## src/sv/length_prefixed_frame_deframer_unit_defines.svh

```systemverilog
// Assertion macros for the deframer.
`ifndef LENGTH_PREFIXED_FRAME_DEFRAMER_UNIT_DEFINES_SVH
`define LENGTH_PREFIXED_FRAME_DEFRAMER_UNIT_DEFINES_SVH

`ifndef SYNTHESIS
`define LPFD_ASSERT_IMPL(label, clk, rst, ante, cons) \
  label: assert property (@(posedge clk) disable iff (rst) (ante) |-> (cons)) \
    else $error("implication check failed");
`define LPFD_ASSERT_NEXT(label, clk, rst, ante, cons) \
  label: assert property (@(posedge clk) disable iff (rst) (ante) |=> (cons)) \
    else $error("next-cycle check failed");
`else
`define LPFD_ASSERT_IMPL(label, clk, rst, ante, cons)
`define LPFD_ASSERT_NEXT(label, clk, rst, ante, cons)
`endif

`endif

```

## src/sv/lpfd_pkg.sv

```systemverilog
package lpfd_pkg;

  localparam int HEADER_BYTES = 4;
  localparam int LEN_W        = 24;

  localparam logic [1:0] STATUS_DATA  = 2'd0;
  localparam logic [1:0] STATUS_SMALL = 2'd1;
  localparam logic [1:0] STATUS_LARGE = 2'd2;

  localparam logic [LEN_W-1:0] MAX_LEN_RESET = 24'd4088;

  typedef enum logic [1:0] {
    CMD_DATA   = 2'd0,
    CMD_HEADER = 2'd1,
    CMD_ERROR  = 2'd2
  } cmd_kind_t;

  // first byte to send sits in bytes[31:24]
  typedef struct packed {
    cmd_kind_t   kind;
    logic [31:0] bytes;
    logic        last;
    logic [1:0]  status;
  } cmd_t;

endpackage

```

## src/sv/length_prefixed_frame_deframer_unit.sv

```systemverilog
// Length-prefixed deframer: takes one stream byte per cycle whenever full is
// low and cuts the stream into frames with a 4-byte header whose bytes 1..3
// give the big-endian total length. A good header leaves as four result bytes,
// then each frame byte leaves on its own with the last one marked by
// frame_last. A length of 4 or less, or at or above max_frame_bytes, yields a
// single result with a nonzero status, after which every byte is taken and
// dropped until rst. Input moves one transfer per cycle while full is low,
// output one per cycle while pop is high and empty low; the front stage decides
// a byte in the cycle it arrives, and a QUEUE_DEPTH-entry command queue feeds
// the output stage, which sends a header as four result bytes. Full rises when
// that queue fills, behind a stalled pop or while a header is being sent.
// Write max_frame_bytes only while the block is idle.
`include "length_prefixed_frame_deframer_unit_defines.svh"

module length_prefixed_frame_deframer_unit #(
  parameter int QUEUE_DEPTH = 4
) (
  input  logic        clk,
  input  logic        rst,
  input  logic [7:0]  data_byte,
  input  logic        push,
  output logic        full,
  output logic [7:0]  out_byte,
  output logic        frame_last,
  output logic [1:0]  status,
  output logic        empty,
  input  logic        pop,
  input  logic        max_frame_bytes_we,
  input  logic [23:0] max_frame_bytes
);
  import lpfd_pkg::*;

  cmd_t front_cmd;
  cmd_t q_data;
  logic front_push;
  logic q_empty;
  logic q_full;
  logic q_pop;
  logic stuck;
  logic accept;

  assign full   = q_full;
  assign accept = push && !q_full;

  lpfd_front u_front (
    .clk       (clk),
    .rst       (rst),
    .accept    (accept),
    .data_byte (data_byte),
    .cfg_we    (max_frame_bytes_we),
    .cfg_data  (max_frame_bytes),
    .cmd_push  (front_push),
    .cmd       (front_cmd),
    .stuck     (stuck)
  );

  lpfd_queue #(
    .DEPTH (QUEUE_DEPTH)
  ) u_queue (
    .clk     (clk),
    .rst     (rst),
    .wr_en   (front_push),
    .wr_data (front_cmd),
    .rd_en   (q_pop),
    .rd_data (q_data),
    .q_empty (q_empty),
    .q_full  (q_full)
  );

  lpfd_back u_back (
    .clk        (clk),
    .rst        (rst),
    .q_data     (q_data),
    .q_empty    (q_empty),
    .q_pop      (q_pop),
    .out_byte   (out_byte),
    .frame_last (frame_last),
    .status     (status),
    .empty      (empty),
    .pop        (pop)
  );

  `LPFD_ASSERT_IMPL(a_no_push_when_full, clk, rst, front_push, !q_full)
  `LPFD_ASSERT_IMPL(a_error_result_clean, clk, rst, !empty && status != STATUS_DATA, out_byte == 8'h0 && !frame_last)
  `LPFD_ASSERT_NEXT(a_error_sticks, clk, rst, stuck, stuck && !front_push)
  `LPFD_ASSERT_IMPL(a_pop_has_data, clk, rst, q_pop, !q_empty)

endmodule

```

## src/sv/lpfd_front.sv

```systemverilog
module lpfd_front (
  input  logic                   clk,
  input  logic                   rst,
  input  logic                   accept,
  input  logic [7:0]             data_byte,
  input  logic                   cfg_we,
  input  logic [23:0]            cfg_data,
  output logic                   cmd_push,
  output lpfd_pkg::cmd_t         cmd,
  output logic                   stuck
);
  import lpfd_pkg::*;

  logic [7:0]       header_bytes [HEADER_BYTES-1];
  logic [1:0]       header_count;
  logic [LEN_W-1:0] frame_length;
  logic [LEN_W-1:0] bytes_seen;
  logic [LEN_W-1:0] max_len;
  logic             error_stuck;

  logic [LEN_W-1:0] len;
  logic [LEN_W-1:0] seen_inc;
  logic             in_frame;
  logic             hdr_done;
  logic             too_small;
  logic             too_large;
  logic             take;

  assign len       = {header_bytes[1], header_bytes[2], data_byte};
  assign seen_inc  = bytes_seen + LEN_W'(1);
  assign in_frame  = frame_length != '0;
  assign hdr_done  = header_count == 2'(HEADER_BYTES - 1);
  assign too_small = len <= LEN_W'(HEADER_BYTES);
  assign too_large = len >= max_len;
  assign take      = accept && !error_stuck;
  assign stuck     = error_stuck;

  always_comb begin
    cmd_push   = 1'b0;
    cmd.kind   = CMD_DATA;
    cmd.bytes  = {data_byte, 24'h0};
    cmd.last   = 1'b0;
    cmd.status = STATUS_DATA;
    if (take) begin
      if (in_frame) begin
        cmd_push = 1'b1;
        cmd.last = seen_inc >= frame_length;
      end else if (hdr_done) begin
        cmd_push = 1'b1;
        if (too_small) begin
          cmd.kind   = CMD_ERROR;
          cmd.bytes  = '0;
          cmd.status = STATUS_SMALL;
        end else if (too_large) begin
          cmd.kind   = CMD_ERROR;
          cmd.bytes  = '0;
          cmd.status = STATUS_LARGE;
        end else begin
          cmd.kind  = CMD_HEADER;
          cmd.bytes = {header_bytes[0], header_bytes[1], header_bytes[2], data_byte};
        end
      end
    end
  end

  always_ff @(posedge clk) begin
    if (rst) begin
      max_len <= MAX_LEN_RESET;
    end else if (cfg_we) begin
      max_len <= cfg_data;
    end
  end

  always_ff @(posedge clk) begin
    if (take && !in_frame && !hdr_done) begin
      header_bytes[header_count] <= data_byte;
    end
  end

  always_ff @(posedge clk) begin
    if (rst) begin
      header_count <= '0;
      frame_length <= '0;
      bytes_seen   <= '0;
      error_stuck  <= 1'b0;
    end else if (take) begin
      if (in_frame) begin
        if (seen_inc >= frame_length) begin
          frame_length <= '0;
          bytes_seen   <= '0;
        end else begin
          bytes_seen <= seen_inc;
        end
      end else if (hdr_done) begin
        header_count <= '0;
        if (too_small || too_large) begin
          error_stuck <= 1'b1;
        end else begin
          frame_length <= len;
          bytes_seen   <= LEN_W'(HEADER_BYTES);
        end
      end else begin
        header_count <= header_count + 2'd1;
      end
    end
  end

endmodule

```

## src/sv/lpfd_queue.sv

```systemverilog
module lpfd_queue #(
  parameter int DEPTH = 4
) (
  input  logic           clk,
  input  logic           rst,
  input  logic           wr_en,
  input  lpfd_pkg::cmd_t wr_data,
  input  logic           rd_en,
  output lpfd_pkg::cmd_t rd_data,
  output logic           q_empty,
  output logic           q_full
);
  import lpfd_pkg::*;

  localparam int PTR_W = (DEPTH > 1) ? $clog2(DEPTH) : 1;
  localparam int CNT_W = $clog2(DEPTH + 1);

  cmd_t             mem [DEPTH];
  logic [PTR_W-1:0] wr_ptr;
  logic [PTR_W-1:0] rd_ptr;
  logic [CNT_W-1:0] count;
  logic             do_wr;
  logic             do_rd;

  assign q_empty = count == '0;
  assign q_full  = count == CNT_W'(DEPTH);
  assign do_wr   = wr_en && !q_full;
  assign do_rd   = rd_en && !q_empty;
  assign rd_data = mem[rd_ptr];

  function automatic logic [PTR_W-1:0] ptr_inc(input logic [PTR_W-1:0] p);
    if (p == PTR_W'(DEPTH - 1)) begin
      return '0;
    end
    return p + PTR_W'(1);
  endfunction

  always_ff @(posedge clk) begin
    if (do_wr) begin
      mem[wr_ptr] <= wr_data;
    end
  end

  always_ff @(posedge clk) begin
    if (rst) begin
      wr_ptr <= '0;
      rd_ptr <= '0;
      count  <= '0;
    end else begin
      if (do_wr) begin
        wr_ptr <= ptr_inc(wr_ptr);
      end
      if (do_rd) begin
        rd_ptr <= ptr_inc(rd_ptr);
      end
      if (do_wr && !do_rd) begin
        count <= count + CNT_W'(1);
      end else if (do_rd && !do_wr) begin
        count <= count - CNT_W'(1);
      end
    end
  end

endmodule

```

## src/sv/lpfd_back.sv

```systemverilog
module lpfd_back (
  input  logic           clk,
  input  logic           rst,
  input  lpfd_pkg::cmd_t q_data,
  input  logic           q_empty,
  output logic           q_pop,
  output logic [7:0]     out_byte,
  output logic           frame_last,
  output logic [1:0]     status,
  output logic           empty,
  input  logic           pop
);
  import lpfd_pkg::*;

  logic        out_valid;
  logic [23:0] hdr_rest;
  logic [1:0]  hdr_left;
  logic        load;

  assign empty = !out_valid;
  assign load  = !out_valid || pop;
  assign q_pop = load && (hdr_left == '0) && !q_empty;

  always_ff @(posedge clk) begin
    if (rst) begin
      out_valid <= 1'b0;
      hdr_left  <= '0;
    end else if (load) begin
      if (hdr_left != '0) begin
        out_valid  <= 1'b1;
        out_byte   <= hdr_rest[23:16];
        frame_last <= 1'b0;
        status     <= STATUS_DATA;
        hdr_rest   <= {hdr_rest[15:0], 8'h0};
        hdr_left   <= hdr_left - 2'd1;
      end else if (!q_empty) begin
        out_valid  <= 1'b1;
        out_byte   <= q_data.bytes[31:24];
        frame_last <= q_data.last;
        status     <= q_data.status;
        if (q_data.kind == CMD_HEADER) begin
          hdr_rest <= q_data.bytes[23:0];
          hdr_left <= 2'(HEADER_BYTES - 1);
        end
      end else begin
        out_valid <= 1'b0;
      end
    end
  end

endmodule

```

## config.mk

```make
export PLATFORM = sky130hd
export DESIGN_NAME = length_prefixed_frame_deframer_unit
export DESIGN_NICKNAME = d
export VERILOG_FILES = /design/src/sv/lpfd_pkg.sv /design/src/sv/length_prefixed_frame_deframer_unit.sv /design/src/sv/lpfd_front.sv /design/src/sv/lpfd_queue.sv /design/src/sv/lpfd_back.sv
export VERILOG_INCLUDE_DIRS = /design/src /design/src/sv
export SDC_FILE = /design/constraint.sdc
export NUM_CORES = 1
export LEC_CHECK = 0
export CORE_UTILIZATION = 35
export CTS_BUF_LIST = sky130_fd_sc_hd__clkbuf_4 sky130_fd_sc_hd__clkbuf_8
export DETAILED_ROUTE_END_ITERATION = 16
export DONT_BUFFER_PORTS = 1
export PLACE_DENSITY = 0.61
export SYNTH_ARGS = -nofsm -noshare
export SYNTH_HDL_FRONTEND = slang
export SYNTH_SLANG_ARGS = --single-unit
```

## constraint.sdc

```tcl
create_clock -name clk -period 6.69 [get_ports clk]
set_input_delay 0.669 -clock clk [delete_from_list [all_inputs] [get_ports clk]]
set_output_delay 0.669 -clock clk [all_outputs]
set_load 0.02 [all_outputs]
```

==> flow_summary.json, run 1 <==
{
  "reg2reg_from": "u_front.bytes_seen[0]",
  "syn_to_final_growth_pct": 11.0,
  "dr.max_layer_used": "met5",
  "tns_ns": 0,
  "setup.worst_path.end_class": "register",
  "ant_nets": 0,
  "pwr-share-seq": 0.498,
  "fin_crit_ns": 4.46,
  "cts_setup_buffers": 0,
  "min_from": "rst",
  "wl_met3_mm": 1.39,
  "dominantRegCellSynth": "edfxtp_1",
  "drt-pass1-iter-count": 11,
  "synth_cells": 911,
  "critPathKind": "reg2reg",
  "wl_met2_mm": 13.0,
  "p_leak_uw": 0.00489,
  "drt_wl_total_mm": 27.6,
  "die_area_um2": 37300,
  "start_util": 0.358,
  "cp_top_family": "simple AND/OR/NAND/NOR gates",
  "synth_edf_count": 207,
  "p_int_uw": 3330,
  "port_buffers": 0,
  "crit_path_frequent_cell": "ha_1",
  "cts_hold_buf": 0,
  "synth-async-reset-ratio": 0,
  "htree_levels": 2,
  "worst_pin_slew_ns": 1.25,
  "clock_latency_ns": 0.58,
  "core_um2": 35700,
  "power.switching_uw": 1230,
  "final_nets": 1029,
  "cap_viol_max_count": 0,
  "cts_inserted_buffers": 49,
  "drt_iter0_drc": 393,
  "violations": "design-rule violations",
  "hpwl_mm": 17.5,
  "p_clk_frac": 0.333,
  "num_vias": 7446,
  "crit_arrival_ns": 4.96,
  "antenna_found_initial": 2,
  "finalHoldViolCount": 0,
  "grt_start_max_net_pins": 48,
  "slowest_stage": "nor3_4",
  "cts_tree": "done",
  "ff2ff_path_depth": 15,
  "wl_per_cell_um": 19.3,
  "synth.distinct_cells": 61,
  "synth_area_um2": 12800,
  "cts_resized": 0,
  "grt_overflow": 0,
  "n_fill_cell": 3405,
  "yosys_register_bits": 294,
  "slew_headroom": 0.165,
  "slowest_delay_ns": 0.64,
  "wl_met1_mm": 12.7,
  "drv_slew": 0,
  "path_buf_inv": 1,
  "setup_viol": 0,
  "ys_seq_area_frac": 0.622,
  "via_per_inst": 5.20,
  "crit_fanout": 21,
  "hp-class": "in2reg",
  "die_w_um": 193,
  "grt_first_pass_wirelength_mm": 43.0,
  "row_count": 69,
  "finalPower_uw": 4550,
  "rr_endpoint": "u_front.frame_length[7]",
  "ios": 50,
  "outcome": "finished, violations left",
  "rrSetupSlack_ns": 2.23,
  "clockRootBuffer": "clkbuf_8",
  "avgSynthCellArea_um2": 14.0,
  "holdPathEnd": "u_front.max_len[20]",
  "grt_pass1_vias": 7651,
  "clkTransAtPathRegs_ns": 0.06,
  "fin_skew_ns": 0.0305,
  "rsz0062_at_grt": "no",
  "crit_chain": "ha_1, and4_1, nand3_1, nor3_1, and3_1, xor2_1, ha_1, nand4_1, nor4_1, o21ai_0, a21oi_1, o31ai_1, inv_1, nor3_4, a22o_1",
  "max_freq_ghz": 0.224,
  "ir_drop_mv": 0.146,
  "ys_warn_count": 0,
  "route.detailed.drc": 5,
  "holdPathStages": 1,
  "gr-usage-all-layers": 0.152,
  "period_share": 0.667,
  "pwr-share-comb": 0.169,
  "power_density_nw_per_um2": 321,
  "clockBufferDepth": 3,
  "die_height_um": 193,
  "startpoint_type": "register",
  "cp_data_required_time_ns": 7.19,
  "syn-num-nets": 1009,
  "cts.sinks": 294,
  "diodes": 0,
  "place.gp.congestion": 0.825,
  "drive_above_1_share": 0.168,
  "swShare": 0.269
}
## cell type report
class	instances	area [um^2]	area share
Sequential cell	294	7960	0.561
Multi-Input combinational cell	518	4440	0.313
Clock buffer	62	772	0.0544
Inverter	60	225	0.0159
Clock inverter	28	160	0.0113
Timing Repair Buffer	8	60.1	0.00423
Tap cell	461	577	0.0406
## state kept, by name (all words and copies together), names as in the netlist, named ones only
signal	flops
u_front.stuck	1
u_back.out_valid	1
u_back.hdr_rest	24
u_front.header_count	2
u_front.header_bytes	24
u_front.bytes_seen	24
u_queue.mem	148
u_back.frame_last	1
u_queue.wr_ptr	2
u_back.hdr_left	2
u_queue.rd_ptr	2
u_back.out_byte	8
u_front.max_len	24
u_queue.count	3
u_front.frame_length	24
u_back.status	2
## per-layer routing
layer,vias up,global-route usage
met2,186,0.249
met3,44,0.0293
met1,3704,0.203
met5,-,0
met4,2,0.0460
li1,3510,-
## cell usage in the layout, fill, tap and decap left out, types with 3 or more instances in the layout
cell type | synthesis | final
and3_1 | 9 | 9
a22o_1 | 29 | 29
nor2_1 | 47 | 46
clkinv_2 | 0 | 7
nor4_1 | 13 | 13
ha_1 | 60 | 60
nand2b_1 | 8 | 8
inv_1 | 60 | 60
nand3_1 | 16 | 16
a32o_1 | 9 | 9
a41oi_1 | 3 | 3
nand2_1 | 41 | 41
a21oi_1 | 29 | 29
and2_1 | 44 | 40
a311oi_1 | 12 | 12
xor2_1 | 12 | 12
mux4_2 | 35 | 35
buf_4 | 0 | 8
xnor2_1 | 10 | 10
a211oi_1 | 5 | 5
edfxtp_1 | 207 | 207
clkbuf_4 | 0 | 13
and2_2 | 0 | 4
mux2_2 | 24 | 24
dfxtp_1 | 87 | 85
clkinv_1 | 0 | 16
o211ai_1 | 11 | 11
nand4_1 | 10 | 10
clkbuf_8 | 0 | 49
mux2i_1 | 21 | 21
o21ai_0 | 15 | 15
nor3_1 | 7 | 6
and4_1 | 3 | 3
o31ai_1 | 3 | 3
nor2b_1 | 5 | 5
or2_2 | 4 | 4
## stage by stage
stage / hold WS (ns) / setup slack [ns] / util / cell area [um^2] / cells
3_5_place_dp: 0.444 / 2.26 / 0.371 / 13300 / 1341
4_1_cts: 0.132 / 2.23 / 0.397 / 14200 / 1431
3_3_place_gp: 0.439 / 2.34 / 0.371 / 13300 / 1341
2_1_floorplan: 0.436 / 3.01 / - / 12800 / 911
5_1_grt: 0.132 / 1.70 / 0.397 / 14200 / 1431
6_report: 0.160 / 2.23 / 0.397 / 14200 / 1431
## power groups by stage
stage | logic [uW] | clock network [uW] | registers, uW
finish | 769 | 1520 | 2270
global route | 853 | 1630 | 2280
CTS | 789 | 1560 | 2270
detailed placement | 783 | 0 | 2310
global placement | 774 | 0 | 2310
floorplan | 633 | 0 | 2260
## cell usage after synthesis, types with 6 or more instances
cell,count,area share
edfxtp_1,207,0.49
dfxtp_1,87,0.14
ha_1,60,0.059
inv_1,60,0.018
nor2_1,47,0.014
and2_1,44,0.022
nand2_1,41,0.012
mux4_2,35,0.062
a21oi_1,29,0.011
a22o_1,29,0.020
mux2_2,24,0.021
mux2i_1,21,0.016
clkbuf_1,19,0.0056
nand3_1,16,0.0063
o21ai_0,15,0.0059
nor4_1,13,0.0064
a311oi_1,12,0.0082
xor2_1,12,0.0082
buf_1,11,0.0032
o211ai_1,11,0.0065
nand4_1,10,0.0049
xnor2_1,10,0.0068
a32o_1,9,0.0070
and3_1,9,0.0044
nand2b_1,8,0.0039
nor3_1,7,0.0027
buf_2,6,0.0023
## logic make-up (layout without fill, tap and decap cells)
| kind of cell | after synthesis | count (layout) | share of synthesized area |
|---|---|---|---|
| AO/OA/AOI/OAI | 132 | 132 | 0.0756 |
| XOR/XNOR | 23 | 23 | 0.0163 |
| adder cells (fa/ha/maj) | 61 | 61 | 0.0603 |
| buffers and inverters | 99 | 158 | 0.0314 |
| flip-flops | 294 | 294 | 0.622 |
| multiplexers | 80 | 80 | 0.0992 |
| AND/OR/NAND/NOR | 222 | 222 | 0.0947 |
## how the worst max path moves through the flow
| stage | depth (start not counted) | end | start |
|---|---|---|---|
| finish | 15 | u_front.frame_length[7] | u_front.bytes_seen[0] |
| global route | 16 | u_front.frame_length[9] | u_front.bytes_seen[0] |
| CTS | 16 | u_front.frame_length[7] | u_front.bytes_seen[0] |
| detailed placement | 16 | u_front.frame_length[7] | u_front.bytes_seen[0] |
| global placement | 16 | u_front.frame_length[7] | u_front.bytes_seen[0] |
| floorplan | 17 | u_front.frame_length[10] | u_front.bytes_seen[0] |
(Power assumes the default switching activity.)
==> inputs of run 2 (changes only) <==
ABC_AREA = 1   (was not set)
PLACE_DENSITY = 0.63   (was 0.61)
clock period = 3.6 ns   (was 6.69 ns; I/O delays follow)
==> flow_summary.json, run 2 <==
{
  "core_um2": 39100,
  "setup.worst_path.end_class": "register",
  "synth.distinct_cells": 48,
  "synth_area_um2": 14000,
  "die_height_um": 202,
  "slowest_stage": "dfxtp_1",
  "rsz0062_at_grt": "no",
  "power_density_nw_per_um2": 795,
  "outcome": "completed",
  "htree_levels": 2,
  "crit_path_frequent_cell": "nand2_1",
  "synth.top_cell.area_share": 0.443,
  "synth-async-reset-ratio": 0,
  "num_vias": 10400,
  "startpoint_type": "register",
  "cp_top_family": "simple AND/OR/NAND/NOR gates",
  "largest-register": "u_queue.mem",
  "clockRootBuffer": "clkbuf_8",
  "route.detailed.drc": 0,
  "final_core_util": 0.404,
  "row_count": 72,
  "cts_setup_buffers": 0,
  "crit_fanout": 48,
  "cts_inserted_buffers": 50,
  "register_area_um2": 7960,
  "place.gp.congestion": 0.876,
  "antenna_found_initial": 1,
  "setup_viol": 0,
  "grt_overflow": 0,
  "critPathKind": "reg2reg",
  "clock_latency_ns": 0.60,
  "ios": 50,
  "hp-class": "in2reg",
  "yosys-top-cells-area": "edfxtp_1 44%, dfxtp_1 12%, nor2_1 8.9%",
  "wl_per_cell_um": 15.9,
  "rrSetupSlack_ns": 0.35,
  "final_common_cell": "nor2_1",
  "clockBufferDepth": 3,
  "ant_nets": 0,
  "crit_chain": "nand3_2, nor2_1, inv_1, nor3_2, or2_2, nand2_1, inv_1, ha_1, nand2_1, nand2_1, a21oi_1, nand2_1, a21oi_4, nand2_4, nand2_4, nand2_8, a21oi_1, nor2_1",
  "synth_common_cells": "331 x nor2_1, 230 x nand2_1, 207 x edfxtp_1, 154 x inv_1, 111 x o21ai_0",
  "largest_reg_flops": 148,
  "final_nets": 1650,
  "max_freq_ghz": 0.308,
  "tns_ns": 0,
  "start_util": 0.359,
  "slew_headroom": 0.292,
  "grt_pass1_vias": 10000,
  "die_w_um": 202,
  "hpwl_mm": 21.2,
  "cts_tree": "done",
  "avgSynthCellArea_um2": 9.25,
  "syn_to_final_growth_pct": 12.7,
  "port_buffers": 0,
  "dominantRegCellSynth": "edfxtp_1",
  "worst_pin_slew_ns": 1.06,
  "slowest_delay_ns": 0.41,
  "synthMostInstantiatedCell": "nor2_1",
  "cap_viol_max_count": 0,
  "gr-usage-all-layers": 0.164,
  "period_share": 0.901,
  "cts.sinks": 294,
  "drive_above_1_share": 0.105,
  "layout_common_cells": "325 x nor2_1, 230 x nand2_1, 207 x edfxtp_1, 154 x inv_1, 111 x o21ai_0",
  "fin_crit_ns": 3.25,
  "fin_skew_ns": 0.0283,
  "path_buf_inv": 2,
  "p_leak_uw": 0.00634,
  "die_area_um2": 40900,
  "synth_edf_count": 207,
  "yosysTopAreaCell": "edfxtp_1",
  "dp.cells": 1984,
  "syn-num-nets": 1613,
  "drv_slew": 0,
  "synth_cells": 1515,
  "drt-pass1-iter-count": 7,
  "drt_iter0_drc": 684,
  "ys_seq_area_frac": 0.568,
  "via_per_inst": 4.91,
  "multi_input_area_um2": 5070,
  "n_fill_cell": 3884,
  "grt_first_pass_wirelength_mm": 52.9,
  "drt_wl_total_mm": 33.5,
  "cp_data_required_time_ns": 4.08,
  "grt_start_max_net_pins": 71,
  "clkTransAtPathRegs_ns": 0.06,
  "yosys_register_bits": 294,
  "finalHoldViolCount": 0,
  "stdcell_count": 2109,
  "crit_arrival_ns": 3.72,
  "ys_warn_count": 0,
  "ir_drop_mv": 0.490
}
-- run 2: through the flow --
step	total power, uW	hold WS, ns	setup WS (ns)	cell area [um^2]
global placement	9420	0.442	0.307	14400
detailed placement	9570	0.445	0.171	14400
finish	12600	0.0307	0.355	15800
floorplan	8580	0.433	0.694	14000
CTS	12600	0.000581	0.121	15800
global route	13500	0.0414	0.00645	15800
-- run 2: routing by layer --
layer	up-vias	share of wire	GRT usage
met5	-	0	0
met4	0	0.029	0.0685
met3	68	0.053	0.0316
met2	266	0.47	0.272
met1	4922	0.45	0.210
li1	5102	-	-
-- run 2: path summary, 6_finish.rpt --
path / startpoint / to / depth (start not counted)
worst min register to register: u_front.max_len[1] / u_front.max_len[1] / 2
worst max-delay path: u_front.bytes_seen[2] / u_front.frame_length[1] / 18
worst min-delay path: data_byte[2] / u_front.frame_length[2] / 4
worst max register to register: u_front.bytes_seen[2] / u_front.frame_length[1] / 18
-- run 2: cells by family after synthesis --
logic type      after synthesis  synth area share
fa+ha+maj                    61            0.0550
simple gates                665             0.197
flops                       294             0.568
xor+xnor                     12           0.00750
buf+inv                     238            0.0745
compound gates              245            0.0986
-- run 2: what timing repair did --
| action | CTS | global route |
|---|---|---|
| hold buffers | 34 | 0 |
| setup endpoints to repair | 0 | 24 |
| gates resized for setup | 0 | 4 |
| hold endpoints to repair | 58 | 0 |
-- run 2: power by group --
| group | internal [uW] | leakage, uW | total, uW | switching, uW |
|---|---|---|---|---|
| logic | 1500 | 0.00313 | 4520 | 3020 |
| clock network | 1610 | 0.000527 | 3000 | 1380 |
| registers | 4550 | 0.00268 | 5050 | 499 |
| total | 7660 | 0.00634 | 12600 | 4910 |
-- run 2: worst reg2reg max path, delay by kind of cell, from the launching register on --
family	cells	cell delay (ns)
compound gates	3	0.64
fa+ha+maj	1	0.25
buf+inv	2	0.22
flops	1	0.41
simple gates	12	1.59
-- run 2: area by class of cell --
class | count | area share
diodes | 1 | 0.000158
clock buffers | 69 | 0.0538
clock inverters | 21 | 0.00943
inverters | 171 | 0.0409
multi-input cells | 983 | 0.321
flip-flops and latches | 294 | 0.504
well taps | 518 | 0.0410
repair buffers | 52 | 0.0301
==> inputs of run 3 (changes only) <==
--- a/config.mk
+++ b/config.mk
@@ -12,5 +12,5 @@
 export DETAILED_ROUTE_END_ITERATION = 16
 export DONT_BUFFER_PORTS = 1
-export PLACE_DENSITY = 0.63
+export PLACE_DENSITY = 0.55
 export SYNTH_ARGS = -nofsm -noshare
 export SYNTH_HDL_FRONTEND = slang
==> constraint.sdc (replaced) <==
create_clock -name clk -period 3.6 [get_ports clk]
set_input_delay 0.72 -clock clk [delete_from_list [all_inputs] [get_ports clk]]
set_output_delay 0.72 -clock clk [all_outputs]
set_load 0.02 [all_outputs]
==> flow_summary.json, run 3 (synthesis results as in run 2) <==
{
  "outcome": "completed",
  "fin_crit_ns": 3.32,
  "rsz0062_at_grt": "no",
  "max_freq_ghz": 0.301,
  "cts_hold_buf": 0,
  "num_vias": 10100,
  "grt_overflow": 0,
  "clkTransAtPathRegs_ns": 0.06,
  "diodes": 0,
  "p_leak_uw": 0.00624,
  "final_nets": 1621,
  "gr-usage-all-layers": 0.166,
  "die_w_um": 202,
  "slew_headroom": 0.441,
  "via_per_inst": 4.85,
  "setup_viol": 0,
  "die_area_um2": 40900,
  "cap_viol_max_count": 0,
  "place.gp.congestion": 0.841,
  "largest_reg_flops": 148,
  "ir_drop_mv": 0.420,
  "crit_fanout": 48,
  "route.detailed.drc": 0,
  "fin_skew_ns": 0.0358,
  "setup.worst_path.end_class": "register",
  "hpwl_mm": 21.8,
  "cts_inserted_buffers": 51,
  "power_density_nw_per_um2": 808,
  "startpoint": "u_front.bytes_seen[0]",
  "row_count": 72,
  "ios": 50,
  "tns_ns": 0,
  "antenna_found_initial": 0,
  "clockBufferDepth": 3,
  "cts_setup_buffers": 0,
  "reg2reg_from": "u_front.bytes_seen[0]",
  "port_buffers": 0,
  "rrSetupSlack_ns": 0.28,
  "cts_tree": "done",
  "ant_nets": 0,
  "startpoint_type": "register",
  "finalHoldViolCount": 0,
  "cp_data_required_time_ns": 4.07,
  "start_util": 0.359,
  "largest-register": "u_queue.mem",
  "die_height_um": 202,
  "syn_to_final_growth_pct": 10.8,
  "drt_iter0_drc": 500,
  "wl_per_cell_um": 16.1,
  "n_fill_cell": 3968,
  "crit_arrival_ns": 3.80,
  "clock_latency_ns": 0.61,
  "grt_start_max_net_pins": 71,
  "critPathKind": "reg2reg",
  "drt-pass1-iter-count": 6,
  "grt_pass1_vias": 9736,
  "final_common_cell": "nor2_1",
  "layout_common_cells": "325 x nor2_1, 230 x nand2_1, 207 x edfxtp_1, 154 x inv_1, 111 x o21ai_0",
  "drive_above_1_share": 0.106,
  "cts.sinks": 294,
  "period_share": 0.923,
  "clockRootBuffer": "clkbuf_8",
  "grt_first_pass_wirelength_mm": 53.3,
  "drv_slew": 0,
  "final_core_util": 0.397,
  "drt_wl_total_mm": 33.5,
  "min_from": "rst",
  "worst_pin_slew_ns": 0.836,
  "htree_levels": 2,
  "cts_resized": 0,
  "core_um2": 39100,
  "hp-class": "in2reg"
}
-- run 3: report_power, final --
group          switching [uW]  leakage (uW)  internal [uW]
Combinational            3040       0.00303           1490
Sequential                428       0.00268           4550
Clock                    1360      0.000530           1680
Total                    4830       0.00624           7720
-- run 3: layout make-up --
type | count | area (um^2) | share of cell area
Timing Repair Buffer | 22 | 203 | 0.0131
Inverter | 171 | 646 | 0.0416
Clock buffer | 70 | 857 | 0.0552
Sequential cell | 294 | 7960 | 0.512
Multi-Input combinational cell | 983 | 5070 | 0.327
Tap cell | 518 | 648 | 0.0417
Clock inverter | 21 | 148 | 0.00951
-- run 3: final timing paths --
kind                         endpoint  cells after the start
max reg2reg  u_front.frame_length[20]                     19
min                     u_front.stuck                      1
max          u_front.frame_length[20]                     19
min reg2reg        u_front.max_len[2]                      2
-- run 3: worst max-delay path: stages (launching register included) --
cell,delay [ns]
dfxtp_1,0.48
ha_1,0.23
nand2_1,0.07
inv_1,0.07
nand3_1,0.14
nor2_4,0.21
xor2_1,0.23
inv_1,0.07
ha_1,0.27
nand2_1,0.07
nor2_1,0.19
nand4_1,0.16
nor2_4,0.16
nand2_4,0.10
nand2_4,0.11
nand2_4,0.07
nand2_8,0.27
nand3_1,0.12
nand2_1,0.09
nor2_1,0.04
-- run 3: per-layer routing --
metal / global-route usage / share of wire / up-vias
li1: - / - / 5030
met1: 0.215 / 0.45 / 4786
met2: 0.276 / 0.47 / 203
met3: 0.0339 / 0.053 / 66
met4: 0.0596 / 0.025 / 0
met5: 0 / 0 / -
-- run 3: through the flow --
stage                     setup slack, ns  cell area (um^2)  cells  hold WS (ns)  power [uW]
final                               0.277             15500   2079         0.204       12600
after global routing              0.00887             15500   2079         0.169       13500
after CTS                          0.0398             15500   2079         0.146       12700
after detailed placement           0.0913             14500   1988         0.454        9620
after global placement              0.199             14500   1988         0.448        9510
after floorplan                     0.421             14000   1515         0.433        8580
